$ cat src/hw/rtl/sha256s_pkg.sv
// Shared constants, types and round functions of the SHA-256 stream hasher.
// Depends on nothing; used by the channel interfaces and the top level.
`default_nettype none

package sha256s_pkg;

    localparam int unsigned DigestPartW = 64;

    typedef logic [7:0][31:0] hash_words_t;

    localparam hash_words_t InitVector = {
        32'h5be0cd19, 32'h1f83d9ab, 32'h9b05688c, 32'h510e527f,
        32'ha54ff53a, 32'h3c6ef372, 32'hbb67ae85, 32'h6a09e667
    };

    localparam logic [7:0] PadMarker  = 8'h80;
    localparam logic [5:0] LastLenPos = 6'd55;

    localparam logic FuncAbsorb   = 1'b0;
    localparam logic FuncFinalize = 1'b1;

    function automatic logic [31:0] ror(input logic [31:0] x, input int unsigned s);
        ror = (x >> s) | (x << (32 - s));
    endfunction

    function automatic logic [31:0] big_sig0(input logic [31:0] x);
        big_sig0 = ror(x, 2) ^ ror(x, 13) ^ ror(x, 22);
    endfunction

    function automatic logic [31:0] big_sig1(input logic [31:0] x);
        big_sig1 = ror(x, 6) ^ ror(x, 11) ^ ror(x, 25);
    endfunction

    function automatic logic [31:0] small_sig0(input logic [31:0] x);
        small_sig0 = ror(x, 7) ^ ror(x, 18) ^ (x >> 3);
    endfunction

    function automatic logic [31:0] small_sig1(input logic [31:0] x);
        small_sig1 = ror(x, 17) ^ ror(x, 19) ^ (x >> 10);
    endfunction

    function automatic logic [31:0] round_const(input logic [5:0] idx);
        case (idx)
            6'd0:  round_const = 32'h428a2f98;
            6'd1:  round_const = 32'h71374491;
            6'd2:  round_const = 32'hb5c0fbcf;
            6'd3:  round_const = 32'he9b5dba5;
            6'd4:  round_const = 32'h3956c25b;
            6'd5:  round_const = 32'h59f111f1;
            6'd6:  round_const = 32'h923f82a4;
            6'd7:  round_const = 32'hab1c5ed5;
            6'd8:  round_const = 32'hd807aa98;
            6'd9:  round_const = 32'h12835b01;
            6'd10: round_const = 32'h243185be;
            6'd11: round_const = 32'h550c7dc3;
            6'd12: round_const = 32'h72be5d74;
            6'd13: round_const = 32'h80deb1fe;
            6'd14: round_const = 32'h9bdc06a7;
            6'd15: round_const = 32'hc19bf174;
            6'd16: round_const = 32'he49b69c1;
            6'd17: round_const = 32'hefbe4786;
            6'd18: round_const = 32'h0fc19dc6;
            6'd19: round_const = 32'h240ca1cc;
            6'd20: round_const = 32'h2de92c6f;
            6'd21: round_const = 32'h4a7484aa;
            6'd22: round_const = 32'h5cb0a9dc;
            6'd23: round_const = 32'h76f988da;
            6'd24: round_const = 32'h983e5152;
            6'd25: round_const = 32'ha831c66d;
            6'd26: round_const = 32'hb00327c8;
            6'd27: round_const = 32'hbf597fc7;
            6'd28: round_const = 32'hc6e00bf3;
            6'd29: round_const = 32'hd5a79147;
            6'd30: round_const = 32'h06ca6351;
            6'd31: round_const = 32'h14292967;
            6'd32: round_const = 32'h27b70a85;
            6'd33: round_const = 32'h2e1b2138;
            6'd34: round_const = 32'h4d2c6dfc;
            6'd35: round_const = 32'h53380d13;
            6'd36: round_const = 32'h650a7354;
            6'd37: round_const = 32'h766a0abb;
            6'd38: round_const = 32'h81c2c92e;
            6'd39: round_const = 32'h92722c85;
            6'd40: round_const = 32'ha2bfe8a1;
            6'd41: round_const = 32'ha81a664b;
            6'd42: round_const = 32'hc24b8b70;
            6'd43: round_const = 32'hc76c51a3;
            6'd44: round_const = 32'hd192e819;
            6'd45: round_const = 32'hd6990624;
            6'd46: round_const = 32'hf40e3585;
            6'd47: round_const = 32'h106aa070;
            6'd48: round_const = 32'h19a4c116;
            6'd49: round_const = 32'h1e376c08;
            6'd50: round_const = 32'h2748774c;
            6'd51: round_const = 32'h34b0bcb5;
            6'd52: round_const = 32'h391c0cb3;
            6'd53: round_const = 32'h4ed8aa4a;
            6'd54: round_const = 32'h5b9cca4f;
            6'd55: round_const = 32'h682e6ff3;
            6'd56: round_const = 32'h748f82ee;
            6'd57: round_const = 32'h78a5636f;
            6'd58: round_const = 32'h84c87814;
            6'd59: round_const = 32'h8cc70208;
            6'd60: round_const = 32'h90befffa;
            6'd61: round_const = 32'ha4506ceb;
            6'd62: round_const = 32'hbef9a3f7;
            6'd63: round_const = 32'hc67178f2;
            default: round_const = 32'h0;
        endcase
    endfunction

endpackage

`default_nettype wire

$ cat src/hw/rtl/sha256s_if.sv
// Valid/ready channel interfaces of the SHA-256 stream hasher: the byte input
// channel and the digest output channel. Depends on sha256s_pkg.
`default_nettype none

interface sha256s_in_if;
    logic       valid;
    logic       ready;
    logic       func;
    logic [7:0] msg_byte;

    modport source (output valid, output func, output msg_byte, input ready);
    modport sink   (input valid, input func, input msg_byte, output ready);
endinterface

interface sha256s_out_if;
    logic                               valid;
    logic                               ready;
    logic [sha256s_pkg::DigestPartW-1:0] digest_0;
    logic [sha256s_pkg::DigestPartW-1:0] digest_1;
    logic [sha256s_pkg::DigestPartW-1:0] digest_2;
    logic [sha256s_pkg::DigestPartW-1:0] digest_3;

    modport source (output valid, output digest_0, output digest_1, output digest_2,
                    output digest_3, input ready);
    modport sink   (input valid, input digest_0, input digest_1, input digest_2,
                    input digest_3, output ready);
endinterface

`default_nettype wire

$ cat src/hw/rtl/sha256_stream_hasher.sv
// SHA-256 stream hasher top level: byte absorb, padding sequencer, one shared
// round unit and digest output register. Depends on sha256s_pkg, sha256s_if.
`default_nettype none

// Each input word either absorbs one message byte (func 0) or finalizes the
// message (func 1) and yields one 256-bit digest, big-endian, on the output
// channel; the hasher then starts a fresh message. An absorbed byte is taken
// while idle; the 64th byte of a block also runs the block through the single
// round unit: the rounds, then the chaining add. A finalize with p bytes
// pending pads and compresses the block; one block when p <= 55, otherwise
// two (the second holds only zero padding and the length). The round unit
// computes one SHA-256 round per cycle. The digest sits in an output register,
// so the next message streams in while it waits; a following finalize holds
// at its final add until the previous digest is taken. Input ready is high
// only while the sequencer idles.
module sha256_stream_hasher (
    input  wire               clk,
    input  wire               rst_n,
    sha256s_in_if.sink        in_ch,
    sha256s_out_if.source     out_ch
);

    typedef enum logic [1:0] {
        ST_IDLE,
        ST_PAD,
        ST_ROUND,
        ST_ADD
    } seq_state_t;

    seq_state_t               state_reg, state_next;
    sha256s_pkg::hash_words_t chain_reg, chain_next;
    sha256s_pkg::hash_words_t work_reg, work_next;
    logic [511:0]             blk_reg, blk_next;
    logic [60:0]              byte_cnt_reg, byte_cnt_next;
    logic [63:0]              len_reg, len_next;
    logic [5:0]               pos_reg, pos_next;
    logic [5:0]               rnd_reg, rnd_next;
    logic                     first_reg, first_next;
    logic                     fin_reg, fin_next;
    logic                     len_blk_reg, len_blk_next;
    logic                     out_valid_reg, out_valid_next;
    logic [255:0]             digest_reg, digest_next;

    logic                     in_acc;
    logic                     out_busy;
    logic [7:0]               pad_byte;
    logic                     len_byte;
    logic [31:0]              w_top;
    logic [31:0]              w_new;
    logic [31:0]              t1;
    logic [31:0]              t2;
    logic [31:0]              ch_val;
    logic [31:0]              maj_val;
    sha256s_pkg::hash_words_t sum_words;

    assign in_ch.ready     = (state_reg == ST_IDLE);
    assign in_acc          = in_ch.valid && in_ch.ready;
    assign out_busy        = out_valid_reg && !out_ch.ready;
    assign out_ch.valid    = out_valid_reg;
    assign out_ch.digest_0 = digest_reg[255:192];
    assign out_ch.digest_1 = digest_reg[191:128];
    assign out_ch.digest_2 = digest_reg[127:64];
    assign out_ch.digest_3 = digest_reg[63:0];

    assign len_byte = len_blk_reg && !first_reg && (pos_reg[5:3] == 3'b111);
    assign pad_byte = first_reg ? sha256s_pkg::PadMarker : (len_byte ? len_reg[63:56] : 8'h00);

    // round unit and message schedule over the block shift register
    assign w_top   = blk_reg[511:480];
    assign w_new   = sha256s_pkg::small_sig1(blk_reg[63:32]) + blk_reg[223:192]
                   + sha256s_pkg::small_sig0(blk_reg[479:448]) + w_top;
    assign ch_val  = (work_reg[4] & work_reg[5]) ^ (~work_reg[4] & work_reg[6]);
    assign maj_val = (work_reg[0] & work_reg[1]) ^ (work_reg[0] & work_reg[2])
                   ^ (work_reg[1] & work_reg[2]);
    assign t1      = work_reg[7] + sha256s_pkg::big_sig1(work_reg[4]) + ch_val
                   + sha256s_pkg::round_const(rnd_reg) + w_top;
    assign t2      = sha256s_pkg::big_sig0(work_reg[0]) + maj_val;

    always_comb
    begin
        for (int i = 0; i < 8; i++)
        begin
            sum_words[i] = chain_reg[i] + work_reg[i];
        end
    end

    always_comb
    begin
        state_next     = state_reg;
        chain_next     = chain_reg;
        work_next      = work_reg;
        blk_next       = blk_reg;
        byte_cnt_next  = byte_cnt_reg;
        len_next       = len_reg;
        pos_next       = pos_reg;
        rnd_next       = rnd_reg;
        first_next     = first_reg;
        fin_next       = fin_reg;
        len_blk_next   = len_blk_reg;
        out_valid_next = out_valid_reg && !out_ch.ready;
        digest_next    = digest_reg;

        case (state_reg)
            ST_IDLE:
            begin
                if (in_acc)
                begin
                    if (in_ch.func == sha256s_pkg::FuncAbsorb)
                    begin
                        blk_next      = {blk_reg[503:0], in_ch.msg_byte};
                        byte_cnt_next = byte_cnt_reg + 61'd1;
                        if (byte_cnt_reg[5:0] == 6'd63)
                        begin
                            work_next  = chain_reg;
                            rnd_next   = 6'd0;
                            state_next = ST_ROUND;
                        end
                    end
                    else
                    begin
                        pos_next     = byte_cnt_reg[5:0];
                        first_next   = 1'b1;
                        fin_next     = 1'b1;
                        len_blk_next = (byte_cnt_reg[5:0] <= sha256s_pkg::LastLenPos);
                        len_next     = {byte_cnt_reg, 3'b000};
                        state_next   = ST_PAD;
                    end
                end
            end
            ST_PAD:
            begin
                blk_next   = {blk_reg[503:0], pad_byte};
                first_next = 1'b0;
                pos_next   = pos_reg + 6'd1;
                if (len_byte)
                begin
                    len_next = {len_reg[55:0], 8'h00};
                end
                if (pos_reg == 6'd63)
                begin
                    work_next  = chain_reg;
                    rnd_next   = 6'd0;
                    state_next = ST_ROUND;
                end
            end
            ST_ROUND:
            begin
                work_next = {work_reg[6:0], t1 + t2};
                work_next[4] = work_reg[3] + t1;
                blk_next  = {blk_reg[479:0], w_new};
                rnd_next  = rnd_reg + 6'd1;
                if (rnd_reg == 6'd63)
                begin
                    state_next = ST_ADD;
                end
            end
            ST_ADD:
            begin
                if (fin_reg && len_blk_reg)
                begin
                    // hold until the previous digest is taken
                    if (!out_busy)
                    begin
                        digest_next    = {sum_words[0], sum_words[1], sum_words[2],
                                          sum_words[3], sum_words[4], sum_words[5],
                                          sum_words[6], sum_words[7]};
                        out_valid_next = 1'b1;
                        chain_next     = sha256s_pkg::InitVector;
                        byte_cnt_next  = 61'd0;
                        fin_next       = 1'b0;
                        state_next     = ST_IDLE;
                    end
                end
                else
                begin
                    chain_next = sum_words;
                    if (fin_reg)
                    begin
                        len_blk_next = 1'b1;
                        state_next   = ST_PAD;
                    end
                    else
                    begin
                        state_next = ST_IDLE;
                    end
                end
            end
            default:
            begin
                state_next = ST_IDLE;
            end
        endcase
    end

    always_ff @(posedge clk or negedge rst_n)
    begin
        if (!rst_n)
        begin
            state_reg     <= ST_IDLE;
            chain_reg     <= sha256s_pkg::InitVector;
            byte_cnt_reg  <= 61'd0;
            pos_reg       <= 6'd0;
            rnd_reg       <= 6'd0;
            first_reg     <= 1'b0;
            fin_reg       <= 1'b0;
            len_blk_reg   <= 1'b0;
            out_valid_reg <= 1'b0;
            digest_reg    <= '0;
        end
        else
        begin
            state_reg     <= state_next;
            chain_reg     <= chain_next;
            byte_cnt_reg  <= byte_cnt_next;
            pos_reg       <= pos_next;
            rnd_reg       <= rnd_next;
            first_reg     <= first_next;
            fin_reg       <= fin_next;
            len_blk_reg   <= len_blk_next;
            out_valid_reg <= out_valid_next;
            digest_reg    <= digest_next;
        end
    end

    always_ff @(posedge clk)
    begin
        work_reg   <= work_next;
        blk_reg    <= blk_next;
        len_reg    <= len_next;
    end

    a_final_busy: assert property (@(posedge clk) disable iff (!rst_n)
        (in_acc && (in_ch.func == sha256s_pkg::FuncFinalize)) |=> !in_ch.ready)
        else $error("ready high right after a finalize word");

    a_block_full: assert property (@(posedge clk) disable iff (!rst_n)
        (in_acc && (in_ch.func == sha256s_pkg::FuncAbsorb) && (byte_cnt_reg[5:0] == 6'd63))
        |=> (state_reg == ST_ROUND) && (rnd_reg == 6'd0))
        else $error("full block did not start compression");

    a_digest_resets_chain: assert property (@(posedge clk) disable iff (!rst_n)
        $rose(out_valid_reg) |-> (chain_reg == sha256s_pkg::InitVector)
                                 && (byte_cnt_reg == 61'd0) && !fin_reg)
        else $error("hash state not restarted after digest");

endmodule

`default_nettype wire
$ cat src/flat_wrapper.sv
// flat-port wrapper written by rule: the top's interface ports become plain ports
module sha256_stream_hasher_flat 
  (clk, rst_n, in_ch_valid, in_ch_func, in_ch_msg_byte, in_ch_ready, out_ch_valid, out_ch_digest_0, out_ch_digest_1, out_ch_digest_2, out_ch_digest_3, out_ch_ready);
  sha256s_in_if in_ch_i ();
  sha256s_out_if out_ch_i ();
  input  wire clk;
  input  wire rst_n;
  input wire logic [$bits(in_ch_i.valid)-1:0] in_ch_valid;
  input wire logic [$bits(in_ch_i.func)-1:0] in_ch_func;
  input wire logic [$bits(in_ch_i.msg_byte)-1:0] in_ch_msg_byte;
  output wire logic [$bits(in_ch_i.ready)-1:0] in_ch_ready;
  output wire logic [$bits(out_ch_i.valid)-1:0] out_ch_valid;
  output wire logic [$bits(out_ch_i.digest_0)-1:0] out_ch_digest_0;
  output wire logic [$bits(out_ch_i.digest_1)-1:0] out_ch_digest_1;
  output wire logic [$bits(out_ch_i.digest_2)-1:0] out_ch_digest_2;
  output wire logic [$bits(out_ch_i.digest_3)-1:0] out_ch_digest_3;
  input wire logic [$bits(out_ch_i.ready)-1:0] out_ch_ready;
  assign in_ch_i.valid = in_ch_valid;
  assign in_ch_i.func = in_ch_func;
  assign in_ch_i.msg_byte = in_ch_msg_byte;
  assign in_ch_ready = in_ch_i.ready;
  assign out_ch_valid = out_ch_i.valid;
  assign out_ch_digest_0 = out_ch_i.digest_0;
  assign out_ch_digest_1 = out_ch_i.digest_1;
  assign out_ch_digest_2 = out_ch_i.digest_2;
  assign out_ch_digest_3 = out_ch_i.digest_3;
  assign out_ch_i.ready = out_ch_ready;
  sha256_stream_hasher u_core (.clk(clk), .rst_n(rst_n), .in_ch(in_ch_i), .out_ch(out_ch_i));
endmodule
$ cat config.mk
export PLATFORM = sky130hd
export DESIGN_NAME = sha256_stream_hasher_flat
export DESIGN_NICKNAME = d
export VERILOG_FILES = /design/src/hw/rtl/sha256s_pkg.sv /design/src/hw/rtl/sha256s_if.sv /design/src/hw/rtl/sha256_stream_hasher.sv /design/src/flat_wrapper.sv
export SDC_FILE = /design/constraint.sdc
export NUM_CORES = 2
export LEC_CHECK = 0
export BUFFER_PORTS_ARGS = -buffer_cell sky130_fd_sc_hd__buf_2
export CORE_MARGIN = 8
export CORE_UTILIZATION = 68
export CTS_BUF_LIST = sky130_fd_sc_hd__clkbuf_16
export DETAILED_ROUTE_END_ITERATION = 8
export PLACE_DENSITY = 0.95
export SKIP_CTS_REPAIR_TIMING = 1
export SYNTH_ARGS = -nofsm -noshare
export SYNTH_HDL_FRONTEND = slang
export SYNTH_SLANG_ARGS = --single-unit
$ cat constraint.sdc
create_clock -name clk -period 78.6 [get_ports clk]
set_input_delay 15.72 -clock clk [delete_from_list [all_inputs] [get_ports clk]]
set_output_delay 15.72 -clock clk [all_outputs]
set_load 0.02 [all_outputs]
# Yosys cells after proc, flatten, opt, wreduce, memory -nomap -nowiden
# Memories as Yosys holds them, arrays and structs flattened.
# Index checks and enable logic that the tools add are counted.
# word_totals
register_bits	1423
mem_bits_ro	2048
inputBits	13
out_inout_bits	258
wordCells	171
mem_count	1
# op_classes
add_sub_neg	21
n_lt_le_gt_ge	1
n_eq_ne	21
muxes	51
bitwise	28
reduce_logical	21
# mem_list
memory	words	width	rd	rd_clocked_by_memory_dff	write_ports	line	text
(no name shown)	64	32	1	0	0	sha256s_pkg.sv:43	case (idx)
# ops
op	n
$mux W256	6
$pmux W512 S3	1
$mux W512	2
$pmux W256 S3	1
$add A32 B32 Y32	18
$xor A32 B32 Y32	9
$mux W61	4
$mux W64	3
$and A32 B32 Y32	5
$pmux W64 S2	1
$pmux W61 S2	1
$add A61 B1 Y61 const B	1
$mux W6	6
$not A32 Y32	1
$or A10 B32 Y32	1
$or A13 B32 Y32	1
$or A14 B32 Y32	1
$or A15 B32 Y32	1
$or A19 B32 Y32	1
$or A21 B32 Y32	1
$or A25 B32 Y32	1
$or A26 B32 Y32	1
$or A30 B32 Y32	1
$or A7 B32 Y32	1
28 further kinds	74

# Longest topological paths before layout
# depth
word_depth	9
mapped_depth	41
mapped_depth_nobuf	38

# Worst setup path before layout
# OpenSTA, ideal clock, no wires.
# synth_timing
path_type	in2reg
start	input port in_ch_valid
end	register u_core.blk_reg[0] (enable)
setup_ns	2.097
t_arrival_ns	51.387
required_ns	76.503
setup_slack_ns	25.116
path_stages	2
n_path_buf	0
path_cell_list	nand2_1 > o21ai_0
# synth_via
elab_chain_cells	3
# synth_lines
item	line	text
from (decl)	flat_wrapper.sv:8	input wire logic [$bits(in_ch_i.valid)-1:0] in_ch_valid;
$logic_and A1 B1 Y1	sha256_stream_hasher.sv:57	assign in_acc = in_ch.valid && in_ch.ready;
$ne A2 B2 Y1 (no source line)	n/a	
$reduce_and A3 Y1 (no source line)	n/a	
to (signal assigned)	sha256_stream_hasher.sv:228	blk_reg <= blk_next;
to (decl)	sha256_stream_hasher.sv:33	logic [511:0] blk_reg, blk_next;
# Every way passes these cells.
# A chain may end at the register's enable or synchronous reset.

# Worst setup path in the final report
# layout_timing
start	input port in_ch_valid
end	register u_core.blk_reg[359] (enable)
# The elaborated chain is that of the path after synthesis.

==> run summary <==
CP startpoint kind: input port
Final min period: 18.65 ns
# rows: 128
Endpoints failing setup: 0
Hold Crit Class: flip-flop to flip-flop
GP Congestion: 1.04
CTS sink cnt: 1420
Initial antenna violation count: 17
CP Data Required Time: 79.01 ns
Async S/R FF share, synth: 41.6%
Outcome: finished clean
Sequential fraction of the synthesis area: 47.6%
Core area: 0.122 mm2
Iter 0 DRT Violations: 9740
Synthesized area per cell: 11.0 um2
Routed WL per cell: 28.1 um
Critical path arrival: 19.06 ns
Fraction of layout cells with a size suffix above 1: 14.0%
Post-Syn Nets: 8204
EDFF count, synth: 829
Post-DRT Antenna Nets: 0
Synth Instances: 7596
Area grow syn2layout: 8.31%
DP Wirelength: 180000 um
Clock latency on the worst-skew pair: 0.81 ns
Die width: 367 um
Most common cell after layout, fill and taps aside: nand2_1
First-pass GRT wire length: 392000 um
Crit Path Class: input port to flip-flop
Max reg flops: 512
I/O Buffers: 270
Slew Limit Fails: 0
DIE HEIGHT: 367 um
Largest net degree at the start of global routing: 233
GRT Util Overall: 37.5%
Max Fclk: 53.6 MHz
DR vias/cell: 7.02
Total die area: 0.135 mm2
Mapped cell area: 0.0837 mm2
Yosys top cell area share: 29.7%
Pre-antenna DRT Iters: 7
Ys flop type: edfxtp_1
CP Capture Type: flip-flop
Total wire length: 262000 um
FILL cells: 7408
Final hold violation count: 0
Synth area leader: edfxtp_1
Crit path max fanout: 208
Worst rel slew slack: 18.7%
Via count: 65595
Initial Util: 68.6%
Clock root buffer: clkbuf_16
Unrepaired setup endpoints after global routing: no
DRC violations left: 0
Setup TNS: 0 ns
Clk slew on worst S/H paths: 0.06 ns
Period utilization: 23.7%
H-tree depth: 4
Flops & latches, synth: 1420
Top post-synthesis cells by area: edfxtp_1 30%, dfrtp_1 14%, ha_1 6.0%
Slew @ Worst Pin: 1.22 ns
# IOs: 271
Layout net count: 8206
Clock skew: 0.0353 ns
Cell variety after synth: 93
CTS tree: yes
Num CTS Buffers: 145
CTS max path bufs: 3
Yosys warns: 0
Vias in the first global route: 63836
Most frequent cells in the layout: 853 x nand2_1, 829 x edfxtp_1, 567 x a22o_1
MaxCap Viol Count: 0
Grt ovf: 0
==> cell type report <==
cell class                 instances  area [um2]  area share (%)
clock inverter                   111         875           0.965
clock buffer                     154        3850            4.25
multi-input combinational       5434       41200            45.4
tap                             1625        2030            2.24
inverter                         269        1020            1.12
antenna                            8        20.0          0.0221
timing repair buffer             328        1850            2.04
sequential                      1420       39900            44.0
==> Yosys cell counts, drive strengths merged (9+ instances only) <==
| master | n |
|---|---|
| a311oi | 13 |
| nor2b | 56 |
| inv | 267 |
| dfstp | 136 |
| o31ai | 40 |
| or3 | 18 |
| maj3 | 26 |
| ha | 400 |
| a211oi | 36 |
| a21boi | 15 |
| buf | 29 |
| a21oi | 426 |
| o22a | 97 |
| xnor2 | 475 |
| nand2b | 70 |
| o22ai | 22 |
| o21a | 73 |
| a31oi | 53 |
| o211ai | 29 |
| or2 | 19 |
| dfrtp | 455 |
| nor2 | 344 |
| nand3 | 100 |
| fa | 195 |
| nand2 | 855 |
| and2 | 20 |
| a22oi | 14 |
| o21ai | 409 |
| nand4 | 36 |
| edfxtp | 829 |
| xor2 | 168 |
| nor3 | 94 |
| mux2 | 337 |
| o21bai | 45 |
| a221oi | 9 |
| and3 | 54 |
| clkbuf | 444 |
| a21o | 161 |
| mux2i | 15 |
| a22o | 567 |
| o311ai | 9 |
==> metal layers <==
layer	vias up	share of wire [%]	GRT usage, %
li1	27680	-	-
met1	31821	36	49.1
met2	4963	43	55.3
met3	1111	14	11.9
met4	20	6.9	21.1
met5	-	0.067	0.320
==> per-stage QoR <==
stage | area [um2] | hold WS [ns] | setup WS [ns] | std cells | utilization [%]
after floorplan | 83700 | 0.461 | 25.12 | 7596 | -
after global placement | 85900 | 0.454 | 59.23 | 9076 | 70.4
after detailed placement | 85900 | 0.457 | 59.12 | 9076 | 70.4
after CTS | 90600 | 0.473 | 59.97 | 9341 | 74.3
after global routing | 90600 | 0.497 | 59.74 | 9341 | 74.3
final | 90700 | 0.467 | 59.95 | 9349 | 74.3
==> final timing paths <==
check	start	end	slack, ns	depth (start not counted)
setup / recovery	in_ch_valid	u_core.blk_reg[359]	59.95	6
hold / removal	u_core.digest_reg[47]	u_core.digest_reg[47]	0.47	2
setup reg to reg	u_core.rnd_reg[1]	u_core.work_reg[31]	67.29	36
hold reg to reg	u_core.digest_reg[47]	u_core.digest_reg[47]	0.47	2
max in group asynchronous	rst_n	u_core.byte_cnt_reg[45]	60.42	4
min in group asynchronous	rst_n	u_core.digest_reg[167]	14.92	1
==> cell families (layout without fill, tap and decap cells) <==
kind of cell | after synthesis | in the layout | synth area share (%)
simple gates | 1709 | 1709 | 8.99
flops | 1420 | 1420 | 47.6
buf+inv | 742 | 862 | 3.33
mux | 356 | 356 | 4.83
compound gates | 2105 | 2105 | 17.6
xor+xnor | 643 | 643 | 6.73
other cells | 0 | 8 | 0
fa+ha+maj | 621 | 621 | 11.0
==> critical path, stage by stage <==
cell and delay, ns:
buf_2 0.12, nand2_1 0.11, o21ai_4 0.29, buf_12 0.68
buf_12 0.73, buf_4 1.06
Power is left out: the tool's default activity adds up to more than one toggle a clock period on the data nets, which glitch-free logic cannot reach.
